<file path="config.mk">
export PLATFORM = sky130hd
export DESIGN_NAME = double_ended_queue
export DESIGN_NICKNAME = d
export VERILOG_FILES = /design/src/rtl/dq_pkg.sv /design/src/rtl/double_ended_queue.sv /design/src/rtl/dq_front.sv /design/src/rtl/dq_cmd_fifo.sv /design/src/rtl/dq_back.sv
export SDC_FILE = /design/constraint.sdc
export NUM_CORES = 1
export LEC_CHECK = 0
export BUFFER_PORTS_ARGS = -buffer_cell sky130_fd_sc_hd__buf_2
export CELL_PAD_IN_SITES_DETAIL_PLACEMENT = 0
export CELL_PAD_IN_SITES_GLOBAL_PLACEMENT = 1
export CORE_UTILIZATION = 50
export CTS_BUF_LIST = sky130_fd_sc_hd__clkbuf_2
export DETAILED_ROUTE_END_ITERATION = 16
export GPL_ROUTABILITY_DRIVEN = 0
export PLACE_DENSITY = 0.8
export SETUP_SLACK_MARGIN = 0.2
export SYNTH_ARGS = -nofsm -noshare
export SYNTH_HDL_FRONTEND = slang
export SYNTH_HIERARCHICAL = 1
export SYNTH_SLANG_ARGS = --single-unit
</file>
<file path="constraint.sdc">
create_clock -name clk_i -period 12.16 [get_ports clk_i]
set_clock_uncertainty 0.1 [all_clocks]
set_input_delay 2.432 -clock clk_i [delete_from_list [all_inputs] [get_ports clk_i]]
set_output_delay 2.432 -clock clk_i [all_outputs]
set_load 0.01 [all_outputs]
</file>
<file path="src/rtl/dq_pkg.sv">
`default_nettype none
// ----------------------------------------------------------------------------
// dq_pkg: shared types and codes of the double-ended queue
// Request codes, result status codes and the command beat that passes from
// the front part to the back part through the command queue.
// ----------------------------------------------------------------------------
package dq_pkg;

  localparam int ActionW    = 3;
  localparam int ValueW     = 32;
  localparam int CountOutW  = 5;
  localparam int StatusW    = 2;
  // a dump never gives more results than this
  localparam int MaxResults = 16;

  // request codes as they arrive on the action port
  typedef enum logic [ActionW-1:0] {
    OP_PUSH_FRONT = 3'd0,
    OP_PUSH_BACK  = 3'd1,
    OP_POP_FRONT  = 3'd2,
    OP_POP_BACK   = 3'd3,
    OP_DUMP_FWD   = 3'd4,
    OP_DUMP_BWD   = 3'd5,
    OP_COUNT      = 3'd6
  } dq_op_e;

  // the one code that carries no request
  localparam logic [ActionW-1:0] ActUnused = 3'd7;

  // result status codes
  localparam logic [StatusW-1:0] StOk    = 2'd0;
  localparam logic [StatusW-1:0] StEmpty = 2'd1;
  localparam logic [StatusW-1:0] StFull  = 2'd2;

  // one classified request
  typedef struct packed {
    dq_op_e                   op;
    logic signed [ValueW-1:0] value;
  } dq_cmd_t;

  // command queue status seen by the front part
  typedef struct packed {
    logic full;
    logic empty;
  } dq_fifo_stat_t;

endpackage
`default_nettype wire

</file>
<file path="src/rtl/double_ended_queue.sv">
`default_nettype none
// ----------------------------------------------------------------------------
// double_ended_queue: bounded deque of signed 32-bit values
// Ring store of DEPTH entries with push and pop at either end, dumps and
// a count request, behind a two-entry command queue.
// ----------------------------------------------------------------------------
// A request beat is taken on a rising edge with start_i high and busy_o low.
// With the back part idle, its first result passes the command queue and
// the result registers and shows on the result ports, marked by done_o for
// one cycle; results cannot be held off and must be taken as they come.
// Push, pop and count never stall the back part, so one request a cycle
// is sustained while no dump runs. A dump walks the ring one entry a cycle
// through the single read port of the store, giving min(count, 16) results
// on consecutive cycles, the final one with last_o set. While a dump runs,
// up to two further requests wait in the command queue and busy_o rises
// once both slots are taken. Action code 7 is taken and gives no result.
// Store entries need no clearing after reset.
// ----------------------------------------------------------------------------
module double_ended_queue #(
  parameter int DEPTH = 16
) (
  input  logic                             clk_i,
  input  logic                             rst_ni,
  input  logic                             start_i,
  output logic                             busy_o,
  input  logic [dq_pkg::ActionW-1:0]       action_i,
  input  logic signed [dq_pkg::ValueW-1:0] push_value_i,
  output logic                             done_o,
  output logic signed [dq_pkg::ValueW-1:0] item_value_o,
  output logic [dq_pkg::CountOutW-1:0]     entry_count_o,
  output logic [dq_pkg::StatusW-1:0]       status_o,
  output logic                             last_o
);
  import dq_pkg::*;

  dq_fifo_stat_t fifo_stat;
  dq_cmd_t       front_cmd;
  dq_cmd_t       back_cmd;
  logic          front_push;
  logic          back_valid;
  logic          back_pop;

  // intake and classification
  dq_front u_front (
    .start_i      (start_i),
    .action_i     (action_i),
    .push_value_i (push_value_i),
    .fifo_stat_i  (fifo_stat),
    .busy_o       (busy_o),
    .push_o       (front_push),
    .cmd_o        (front_cmd)
  );

  // command queue between the two parts
  dq_cmd_fifo u_fifo (
    .clk_i   (clk_i),
    .rst_ni  (rst_ni),
    .push_i  (front_push),
    .cmd_i   (front_cmd),
    .pop_i   (back_pop),
    .cmd_o   (back_cmd),
    .valid_o (back_valid),
    .stat_o  (fifo_stat)
  );

  // execution against the ring store
  dq_back #(
    .DEPTH (DEPTH)
  ) u_back (
    .clk_i         (clk_i),
    .rst_ni        (rst_ni),
    .cmd_valid_i   (back_valid),
    .cmd_i         (back_cmd),
    .cmd_pop_o     (back_pop),
    .done_o        (done_o),
    .item_value_o  (item_value_o),
    .entry_count_o (entry_count_o),
    .status_o      (status_o),
    .last_o        (last_o)
  );

endmodule
`default_nettype wire

</file>
<file path="src/rtl/dq_front.sv">
`default_nettype none
// ----------------------------------------------------------------------------
// dq_front: request intake
// Takes request beats while the command queue has room, drops the unused
// action code and hands every real request on as a command beat.
// ----------------------------------------------------------------------------
module dq_front (
  input  logic                             start_i,
  input  logic [dq_pkg::ActionW-1:0]       action_i,
  input  logic signed [dq_pkg::ValueW-1:0] push_value_i,
  input  dq_pkg::dq_fifo_stat_t            fifo_stat_i,
  output logic                             busy_o,
  output logic                             push_o,
  output dq_pkg::dq_cmd_t                  cmd_o
);
  import dq_pkg::*;

  logic accept;
  logic is_real;

  // a beat is taken whenever the queue has room
  assign busy_o  = fifo_stat_i.full;
  assign accept  = start_i && !fifo_stat_i.full;
  assign is_real = (action_i != ActUnused);

  // unused code is swallowed here and never reaches the back part
  assign push_o      = accept && is_real;
  assign cmd_o.op    = dq_op_e'(action_i);
  assign cmd_o.value = push_value_i;

endmodule
`default_nettype wire

</file>
<file path="src/rtl/dq_cmd_fifo.sv">
`default_nettype none
// ----------------------------------------------------------------------------
// dq_cmd_fifo: two-entry command queue
// Decouples request intake from execution so a long dump does not stall
// the requester until both slots are taken.
// ----------------------------------------------------------------------------
module dq_cmd_fifo (
  input  logic                  clk_i,
  input  logic                  rst_ni,
  input  logic                  push_i,
  input  dq_pkg::dq_cmd_t       cmd_i,
  input  logic                  pop_i,
  output dq_pkg::dq_cmd_t       cmd_o,
  output logic                  valid_o,
  output dq_pkg::dq_fifo_stat_t stat_o
);
  import dq_pkg::*;

  dq_cmd_t    slot_q [2];
  logic       wr_ptr_q, wr_ptr_d;
  logic       rd_ptr_q, rd_ptr_d;
  logic [1:0] fill_q, fill_d;

  assign stat_o.full  = (fill_q == 2'd2);
  assign stat_o.empty = (fill_q == 2'd0);
  assign valid_o      = !stat_o.empty;
  assign cmd_o        = slot_q[rd_ptr_q];

  // pointer and fill bookkeeping
  always_comb begin
    wr_ptr_d = wr_ptr_q;
    rd_ptr_d = rd_ptr_q;
    fill_d   = fill_q;
    if (push_i) begin
      wr_ptr_d = ~wr_ptr_q;
    end
    if (pop_i) begin
      rd_ptr_d = ~rd_ptr_q;
    end
    if (push_i && !pop_i) begin
      fill_d = fill_q + 2'd1;
    end else if (pop_i && !push_i) begin
      fill_d = fill_q - 2'd1;
    end
  end

  always_ff @(posedge clk_i or negedge rst_ni) begin
    if (!rst_ni) begin
      wr_ptr_q <= 1'b0;
      rd_ptr_q <= 1'b0;
      fill_q   <= 2'd0;
    end else begin
      wr_ptr_q <= wr_ptr_d;
      rd_ptr_q <= rd_ptr_d;
      fill_q   <= fill_d;
    end
  end

  // payload slots, no reset
  always_ff @(posedge clk_i) begin
    if (push_i) begin
      slot_q[wr_ptr_q] <= cmd_i;
    end
  end

endmodule
`default_nettype wire

</file>
<file path="src/rtl/dq_back.sv">
`default_nettype none
// ----------------------------------------------------------------------------
// dq_back: ring store and request execution
// Holds the ring memory, front index and fill count, carries out one
// command a cycle when idle and walks the ring one entry a cycle in a dump.
// ----------------------------------------------------------------------------
module dq_back #(
  parameter int DEPTH = 16
) (
  input  logic                                clk_i,
  input  logic                                rst_ni,
  input  logic                                cmd_valid_i,
  input  dq_pkg::dq_cmd_t                     cmd_i,
  output logic                                cmd_pop_o,
  output logic                                done_o,
  output logic signed [dq_pkg::ValueW-1:0]    item_value_o,
  output logic [dq_pkg::CountOutW-1:0]        entry_count_o,
  output logic [dq_pkg::StatusW-1:0]          status_o,
  output logic                                last_o
);
  import dq_pkg::*;

  localparam int IW = (DEPTH > 1) ? $clog2(DEPTH) : 1;
  localparam int CW = $clog2(DEPTH + 1);
  localparam int LW = $clog2(MaxResults + 1);

  localparam logic StIdle = 1'b0;
  localparam logic StDump = 1'b1;

  // next ring place, forward or backward
  function automatic logic [IW-1:0] ring_step(input logic [IW-1:0] p, input logic bwd);
    logic [IW-1:0] r;
    if (bwd) begin
      r = (p == '0) ? IW'(DEPTH - 1) : p - 1'b1;
    end else begin
      r = (p == IW'(DEPTH - 1)) ? '0 : p + 1'b1;
    end
    return r;
  endfunction

  // (a + b) mod DEPTH for a, b below DEPTH
  function automatic logic [IW-1:0] ring_add(input logic [IW-1:0] a, input logic [IW-1:0] b);
    logic [IW:0] s;
    s = {1'b0, a} + {1'b0, b};
    if (s >= (IW+1)'(DEPTH)) begin
      s = s - (IW+1)'(DEPTH);
    end
    return s[IW-1:0];
  endfunction

  logic                state_q, state_d;
  logic [IW-1:0]       front_q, front_d;
  logic [CW-1:0]       count_q, count_d;
  logic [IW-1:0]       ptr_q, ptr_d;
  logic [LW-1:0]       left_q, left_d;
  logic                dir_q, dir_d;

  logic [ValueW-1:0]   mem_q [DEPTH];
  logic [ValueW-1:0]   rdata_q;
  logic                wr_en, rd_en;
  logic [IW-1:0]       wr_addr, rd_addr;

  logic                res_valid_q, res_valid_d;
  logic                res_mem_q, res_mem_d;
  logic [CountOutW-1:0] res_count_q;
  logic [StatusW-1:0]  res_status_q, res_status_d;
  logic                res_last_q, res_last_d;

  logic                full, empty;
  logic [IW-1:0]       back_pos;
  logic [IW-1:0]       start_pos;
  logic                dump_bwd;
  logic [LW-1:0]       dump_len;

  assign full     = (count_q == CW'(DEPTH));
  assign empty    = (count_q == '0);
  assign back_pos = ring_add(front_q, IW'(count_q - 1'b1));
  assign dump_bwd = (cmd_i.op == OP_DUMP_BWD);
  assign start_pos = dump_bwd ? back_pos : front_q;
  // dump length is the fill count capped at the result limit
  assign dump_len = ({{(32-CW){1'b0}}, count_q} > 32'(MaxResults)) ?
                    LW'(MaxResults) : LW'(count_q);

  // command execution and dump walk
  always_comb begin
    state_d      = state_q;
    front_d      = front_q;
    count_d      = count_q;
    ptr_d        = ptr_q;
    left_d       = left_q;
    dir_d        = dir_q;
    wr_en        = 1'b0;
    wr_addr      = front_q;
    rd_en        = 1'b0;
    rd_addr      = front_q;
    cmd_pop_o    = 1'b0;
    res_valid_d  = 1'b0;
    res_mem_d    = 1'b0;
    res_status_d = StOk;
    res_last_d   = 1'b1;

    if (state_q == StDump) begin
      rd_en       = 1'b1;
      rd_addr     = ptr_q;
      ptr_d       = ring_step(ptr_q, dir_q);
      left_d      = left_q - 1'b1;
      res_valid_d = 1'b1;
      res_mem_d   = 1'b1;
      res_last_d  = (left_q == LW'(1));
      if (left_q == LW'(1)) begin
        state_d = StIdle;
      end
    end else if (cmd_valid_i) begin
      cmd_pop_o   = 1'b1;
      res_valid_d = 1'b1;
      case (cmd_i.op)
        OP_PUSH_FRONT, OP_PUSH_BACK: begin
          if (full) begin
            res_status_d = StFull;
          end else begin
            wr_en   = 1'b1;
            count_d = count_q + 1'b1;
            if (cmd_i.op == OP_PUSH_FRONT) begin
              front_d = ring_step(front_q, 1'b1);
              wr_addr = front_d;
            end else begin
              wr_addr = ring_add(front_q, IW'(count_q));
            end
          end
        end
        OP_POP_FRONT, OP_POP_BACK: begin
          if (empty) begin
            res_status_d = StEmpty;
          end else begin
            rd_en     = 1'b1;
            res_mem_d = 1'b1;
            count_d   = count_q - 1'b1;
            if (cmd_i.op == OP_POP_FRONT) begin
              rd_addr = front_q;
              front_d = ring_step(front_q, 1'b0);
            end else begin
              rd_addr = back_pos;
            end
          end
        end
        OP_DUMP_FWD, OP_DUMP_BWD: begin
          if (empty) begin
            res_status_d = StEmpty;
          end else begin
            rd_en      = 1'b1;
            rd_addr    = start_pos;
            res_mem_d  = 1'b1;
            res_last_d = (dump_len == LW'(1));
            if (dump_len != LW'(1)) begin
              state_d = StDump;
              ptr_d   = ring_step(start_pos, dump_bwd);
              left_d  = dump_len - 1'b1;
              dir_d   = dump_bwd;
            end
          end
        end
        OP_COUNT: begin
          res_status_d = StOk;
        end
        default: begin
          res_valid_d = 1'b0;
        end
      endcase
    end
  end

  always_ff @(posedge clk_i or negedge rst_ni) begin
    if (!rst_ni) begin
      state_q     <= StIdle;
      front_q     <= '0;
      count_q     <= '0;
      ptr_q       <= '0;
      left_q      <= '0;
      dir_q       <= 1'b0;
      res_valid_q <= 1'b0;
    end else begin
      state_q     <= state_d;
      front_q     <= front_d;
      count_q     <= count_d;
      ptr_q       <= ptr_d;
      left_q      <= left_d;
      dir_q       <= dir_d;
      res_valid_q <= res_valid_d;
    end
  end

  // result payload, no reset needed
  always_ff @(posedge clk_i) begin
    res_mem_q    <= res_mem_d;
    res_count_q  <= CountOutW'(count_d);
    res_status_q <= res_status_d;
    res_last_q   <= res_last_d;
  end

  // ring memory, one write and one registered read a cycle
  always_ff @(posedge clk_i) begin
    if (wr_en) begin
      mem_q[wr_addr] <= cmd_i.value;
    end
    if (rd_en) begin
      rdata_q <= mem_q[rd_addr];
    end
  end

  assign done_o        = res_valid_q;
  assign item_value_o  = res_mem_q ? rdata_q : '0;
  assign entry_count_o = res_count_q;
  assign status_o      = res_status_q;
  assign last_o        = res_last_q;

endmodule
`default_nettype wire

</file>
==> results of run 1 <==
## layout make-up
class / instances / area share
timing repair buffer: 112 / 0.0211
tap: 756 / 0.0305
sequential: 648 / 0.621
multi-input combinational: 937 / 0.279
clock buffer: 234 / 0.0377
inverter: 24 / 0.00290
antenna: 2 / 0.000161
clock inverter: 35 / 0.00782
## critical path: stages (launching register included)
cell and delay (ns):
dfxtp_1 0.70, buf_4 0.35, and2_1 0.28, buf_2 0.17
## state kept, by name (all words and copies together) (netlist names), 4 cells and up
register / flops
u_back/rdata_q: 32
u_back/mem_q: 512
u_fifo/slot_q: 70
u_back/entry_count_o: 5
u_back/count_q: 5
u_back/left_q: 5
u_back/ptr_q: 4
u_back/front_q: 4
## layer usage
layer / routed length (µm) / vias to the layer above / share of wire
met5: 15 / - / 0.00022
met4: 1670 / 2 / 0.024
met3: 5450 / 121 / 0.080
met2: 33600 / 796 / 0.49
met1: 27500 / 8496 / 0.40
li1: - / 7319 / -
## worst paths after layout
| kind | from | end | slack [ns] |
|---|---|---|---|
| setup reg to reg | u_fifo/rd_ptr_q | u_back/rdata_q[18] | 7.12 |
| hold reg to reg | u_fifo/fill_q[1] | u_fifo/fill_q[1] | 0.39 |
| hold / removal | u_fifo/fill_q[1] | u_fifo/fill_q[1] | 0.39 |
| max in group asynchronous | rst_ni | u_back/state_q | 10.40 |
| setup / recovery | u_back/res_mem_q | item_value_o[4] | 6.80 |
| min in group asynchronous | rst_ni | u_back/count_q[4] | 1.03 |
## power by group through the flow
stage | Clock, mW | Combinational [mW] | Sequential (mW)
6_report | 1.42 | 3.62 | 3.09
5_1_grt | 1.57 | 3.90 | 3.11
4_1_cts | 1.47 | 3.61 | 3.09
3_5_place_dp | 0 | 3.59 | 3.14
3_3_place_gp | 0 | 3.52 | 3.13
2_1_floorplan | 0 | 2.76 | 3.01
## stage by stage
stage          cells  total power [mW]   util  hold slack (ns)  instance area [µm²]
5_1_grt         2747              8.57  0.549            0.414                31000
3_3_place_gp    2477              6.65  0.524            0.369                29600
2_1_floorplan   1762              5.77      -            0.348                28700
6_report        2748              8.13  0.549            0.389                31000
4_1_cts         2746              8.16  0.549            0.394                31000
3_5_place_dp    2477              6.73  0.524            0.375                29600
==> summary.md, run 1 <==
| Metric | Value |
|---|---|
| Clk Latency, worst-skew pair | `1.31 ns` |
| Dpl hpwl | `36.1 mm` |
| FMAX | `186 MHz` |
| Detailed Route WL | `68.2 mm` |
| Layout cell share with drive strength beyond 1 | `0.294` |
| Area of the multi-input gates | `0.00866 mm²` |
| Yosys warnings | `6` |
| Antenna violations before repair | `3` |
| Required @ worst endpoint | `9.63 ns` |
| H-tree levels | `4` |
| Ports | `80` |
| Final nets | `1,943` |
| CTS clk-pin slew, worst paths | `0.11 ns` |
| Syn Std Cell Area | `0.0287 mm²` |
| Logic pwr share | `0.445` |
| Global-route wire length before repair | `102 mm` |
| FF+latch area | `0.0193 mm²` |
| Tightest Pin Transition | `1.11 ns` |
| Global routing usage on met3 | `0.0550` |
| Power per standard cell area | `262 mW/mm²` |
| Chip Width | `242 µm` |
| Synthesized area per cell | `16.3 µm²` |
| TritonCTS clock tree | `built` |
| Filler instances | `4,474` |
| DRC violations left | `0` |
| Period minus WS final | `5.36 ns` |
| IR drop worst, VDD | `0.273 mV` |
| Status | `complete, no violations` |
| RSZ-0062 raised after global routing | `no` |
| Most common cell after layout, fill and taps aside | `edfxtp_1` |
| Syn nets | `1,825` |
| Vias | `16,700` |
| P&R area growth vs syn | `8.14%` |
| Worst Hold Path Cells | `1` |
| Final Worst Setup Slack | `6.80 ns` |
| Flop pwr share | `0.380` |
| Die height | `242 µm` |
| Fin. max-slew vios | `0` |
| CTS buffer count | `157` |
| R2R depth | `9` |
| Iteration-0 DRC count of the detailed router | `1,438` |
| Crit-path max FO | `17` |
| Setup tns final | `0 ns` |
| M1 GR Usage | `0.306` |
| Post-CTS Setup Inserts | `0` |
| Final setup vio count | `0` |
| Initial Util | `0.508` |
| Average wire per standard cell | `24.8 µm` |
| Number of iterations in the first detailed-routing pass | `5` |
| Int Pwr | `4.96 mW` |
| Max-cap violations | `0` |
| Routed Antenna Nets | `0` |
| # clock sinks | `648` |
| Max-slew headroom | `0.263` |
| Final hold viol count | `0` |
| GRT overflow | `0` |
| IO Port Bufs | `79` |
| Core area | `0.0565 mm²` |
| Static Leak | `10.7 nW` |
| Gr busiest metal | `met2` |
| Worst setup path class | `reg -> out` |
| Total GRT Usage | `0.235` |
| Dpl ws | `7.03 ns` |
| Area of the die | `0.0583 mm²` |
| Clk buf depth | `3` |
| Tcrit/Tclk final | `0.441` |
| Synthesized instance count | `1,762` |
| Hold Path Class | `reg -> reg` |
| Post_cts resized | `0` |
| Switching Share | `0.389` |
| FP Rows | `87` |
| Clk network pwr share | `0.175` |
| Vias per inst | `6.09` |
| Crit path DAT | `2.83 ns` |
| Startpoint types | `flip-flop` |
| Hold-fix buffers at CTS | `0` |
| Setup crit end kind | `output port` |
| Commonest cells after routing, fill and taps aside | `edfxtp_1 (614), clkbuf_2 (234), nand2_1 (135)` |
| Vias in the first global route | `16,900` |
| Met2 Use GR | `0.382` |
| Sw power | `3.17 mW` |
| Root Driver | `clkbuf_2` |
| Largest net degree at the start of global routing | `115` |
Note: power is estimated with default switching activity, not from simulation.
==> run 2: changes to the inputs <==
--- a/config.mk
+++ b/config.mk
@@ -5,14 +5,15 @@
 export SDC_FILE = /design/constraint.sdc
 export NUM_CORES = 1
 export LEC_CHECK = 0
+export ABC_AREA = 1
 export BUFFER_PORTS_ARGS = -buffer_cell sky130_fd_sc_hd__buf_2
 export CELL_PAD_IN_SITES_DETAIL_PLACEMENT = 0
 export CELL_PAD_IN_SITES_GLOBAL_PLACEMENT = 1
-export CORE_UTILIZATION = 50
+export CORE_UTILIZATION = 47
 export CTS_BUF_LIST = sky130_fd_sc_hd__clkbuf_2
 export DETAILED_ROUTE_END_ITERATION = 16
 export GPL_ROUTABILITY_DRIVEN = 0
-export PLACE_DENSITY = 0.8
+export PLACE_DENSITY = 0.83
 export SETUP_SLACK_MARGIN = 0.2
 export SYNTH_ARGS = -nofsm -noshare
 export SYNTH_HDL_FRONTEND = slang
==> constraint.sdc (replaced) <==
create_clock -name clk_i -period 4.5 [get_ports clk_i]
set_clock_uncertainty 0.1 [all_clocks]
set_input_delay 0.9 -clock clk_i [delete_from_list [all_inputs] [get_ports clk_i]]
set_output_delay 0.9 -clock clk_i [all_outputs]
set_load 0.01 [all_outputs]
==> summary.md, run 2 <==
| Metric | Value |
|---|---|
| Dpl hpwl | `42.6 mm` |
| Layout cell share with drive strength beyond 1 | `0.151` |
| Synth unique cells | `43` |
| Static Leak | `13.8 nW` |
| #FFs+latches synth | `648` |
| Final Worst Setup Slack | `0.595 ns` |
| Max-cap violations | `0` |
| Power per standard cell area | `678 mW/mm²` |
| Dpl ws | `0.641 ns` |
| Largest net degree at the start of global routing | `164` |
| Max-slew headroom | `0.267` |
| IR drop worst, VDD | `0.494 mV` |
| Iteration-0 DRC count of the detailed router | `2,382` |
| Routed Antenna Nets | `0` |
| Syn Std Cell Area | `0.0295 mm²` |
| Post-synth top flop | `edfxtp_1` |
| Worst R2R Setup Slack | `0.60 ns` |
| Tcrit/Tclk final | `0.868` |
| Tightest Pin Transition | `1.09 ns` |
| EDFF count, synth | `614` |
| Crit-path max FO | `17` |
| Setup crit end kind | `flip-flop` |
| Status | `complete, no violations` |
| Commonest cells after routing, fill and taps aside | `nand3_1 (615), edfxtp_1 (614), nand2_1 (526)` |
| H-tree levels | `4` |
| DRC violations left | `0` |
| GRT overflow | `0` |
| Post-synthesis sequential area ratio | `0.653` |
| Worst setup path class | `reg -> reg` |
| Area of the die | `0.0637 mm²` |
| Chip Width | `252 µm` |
| Vias per inst | `5.28` |
| Post_cts resized | `0` |
| FMAX | `256 MHz` |
| Yosys top cell area share | `0.626` |
| Vias | `20,200` |
| Global-route wire length before repair | `114 mm` |
| # clock sinks | `648` |
| Setup tns final | `0 ns` |
| Clk Latency, worst-skew pair | `1.34 ns` |
| Antenna violations before repair | `2` |
| Vias in the first global route | `19,900` |
| RSZ-0062 raised after global routing | `no` |
| Post-layout util | `0.526` |
| Ports | `80` |
| Final nets | `2,922` |
| Cell Area, Placed | `0.0306 mm²` |
| Final setup vio count | `0` |
| P&R area growth vs syn | `10.4%` |
| Core area | `0.0618 mm²` |
| Finished Cell Area | `0.0325 mm²` |
| Crit path DAT | `4.78 ns` |
| Hold Path Class | `in -> reg` |
| Top reg by flops | `u_back/mem_q` |
| Period minus WS final | `3.90 ns` |
| Inst Count DP | `3,498` |
| Detailed Route WL | `73.6 mm` |
| Top post-synthesis cells by count | `nand3_1 (615), edfxtp_1 (614), nand2_1 (527)` |
| Synthesized instance count | `2,724` |
| Area leader, netlist | `edfxtp_1` |
| Post-CTS Setup Inserts | `0` |
| Clk buf depth | `3` |
| Filler instances | `5,365` |
| Startpoint types | `flip-flop` |
| Synthesized area per cell | `10.8 µm²` |
| Die height | `252 µm` |
| Required @ worst endpoint | `5.38 ns` |
| Total GRT Usage | `0.235` |
| Largest regs | `u_back/mem_q: 512 flops, u_fifo/slot_q: 70 flops, u_back/rdata_q: 32 flops` |
| Number of iterations in the first detailed-routing pass | `8` |
| Ys async rst share | `0.0386` |
| Fin cells | `3,826` |
| Syn nets | `2,787` |
| TritonCTS clock tree | `built` |
| IO Port Bufs | `79` |
| Fin. max-slew vios | `0` |
| Final hold viol count | `0` |
| Power Total | `22.1 mW` |
| Root Driver | `clkbuf_2` |
| Top post-synthesis cells by area | `edfxtp_1 (63%), nand3_1 (10%), nand2_1 (6.7%), inv_1 (5.5%), nand3b_1 (2.2%)` |
| Yosys warnings | `6` |
| Largest register FFs | `512` |
| Most common cell in the netlist | `nand3_1` |
| CTS clk-pin slew, worst paths | `0.12 ns` |
| Initial Util | `0.477` |
| CTS buffer count | `156` |
| FP Rows | `91` |
| Average wire per standard cell | `19.2 µm` |
| Most common cell after layout, fill and taps aside | `nand3_1` |
| Fin Hold WS | `0.215 ns` |
==> run 2: area by class of cell <==
| cell class | instances | area, µm² | share of cell area |
|---|---|---|---|
| timing repair buffer | 161 | 1410 | 0.0433 |
| clock buffer | 231 | 1160 | 0.0355 |
| sequential | 648 | 19200 | 0.592 |
| tap | 837 | 1050 | 0.0322 |
| multi-input combinational | 1448 | 7650 | 0.235 |
| inverter | 444 | 1670 | 0.0513 |
| clock inverter | 55 | 353 | 0.0108 |
| antenna | 2 | 5.00 | 0.000154 |
==> run 2: metal layers <==
metal	vias to the layer above	share of wire	routed length (µm)	track usage
li1	9497	-	-	-
met1	9726	0.43	31400	0.320
met2	869	0.47	34700	0.371
met3	104	0.083	6120	0.0513
met4	0	0.019	1390	0.0823
met5	-	0	0	0
==> run 2: logic make-up after synthesis <==
kind of cell	after synthesis	share of synthesized area
buffers and inverters	628	0.0939
and+or+nand+nor	1290	0.203
adders and majority gates	25	0.0111
AOI/OAI and AO/OA	76	0.0152
DFF	648	0.653
muxes	35	0.0171
xor gates and xnor gates	22	0.00654
==> run 2: final timing paths <==
check,cells after the start,from,endpoint
max in group asynchronous,4,rst_ni,u_fifo/rd_ptr_q
hold reg to reg,2,u_fifo/fill_q[1],u_fifo/fill_q[1]
hold / removal,2,push_value_i[1],u_fifo/slot_q[1][1]
setup / recovery,11,u_fifo/rd_ptr_q,u_back/mem_q[6][30]
setup reg to reg,11,u_fifo/rd_ptr_q,u_back/mem_q[6][30]
min in group asynchronous,4,rst_ni,u_back/front_q[3]
==> run 2: what timing repair did <==
item	CTS	global route
setup endpoints to repair	0	0
hold buffers	40	0
hold endpoints to repair	100	0
==> run 2: where the power goes <==
group / switching [mW] / total [mW] / internal (mW) / leakage [nW]
clock network: 2.33 / 3.99 / 1.67 / 1.13
registers: 0.399 / 8.25 / 7.85 / 5.95
logic: 6.86 / 9.82 / 2.96 / 6.74
==> run 2: critical path, cell delays in order (launching register included) <==
cell	delay, ns
dfrtp_2	0.40
mux2_2	0.42
nor2_1	0.19
nand2_1	0.18
nand2_1	0.18
nand2_1	0.09
nor2_1	0.30
inv_1	0.14
o21ai_0	0.28
nand2_1	0.34
nor2_4	0.73
buf_12	0.27
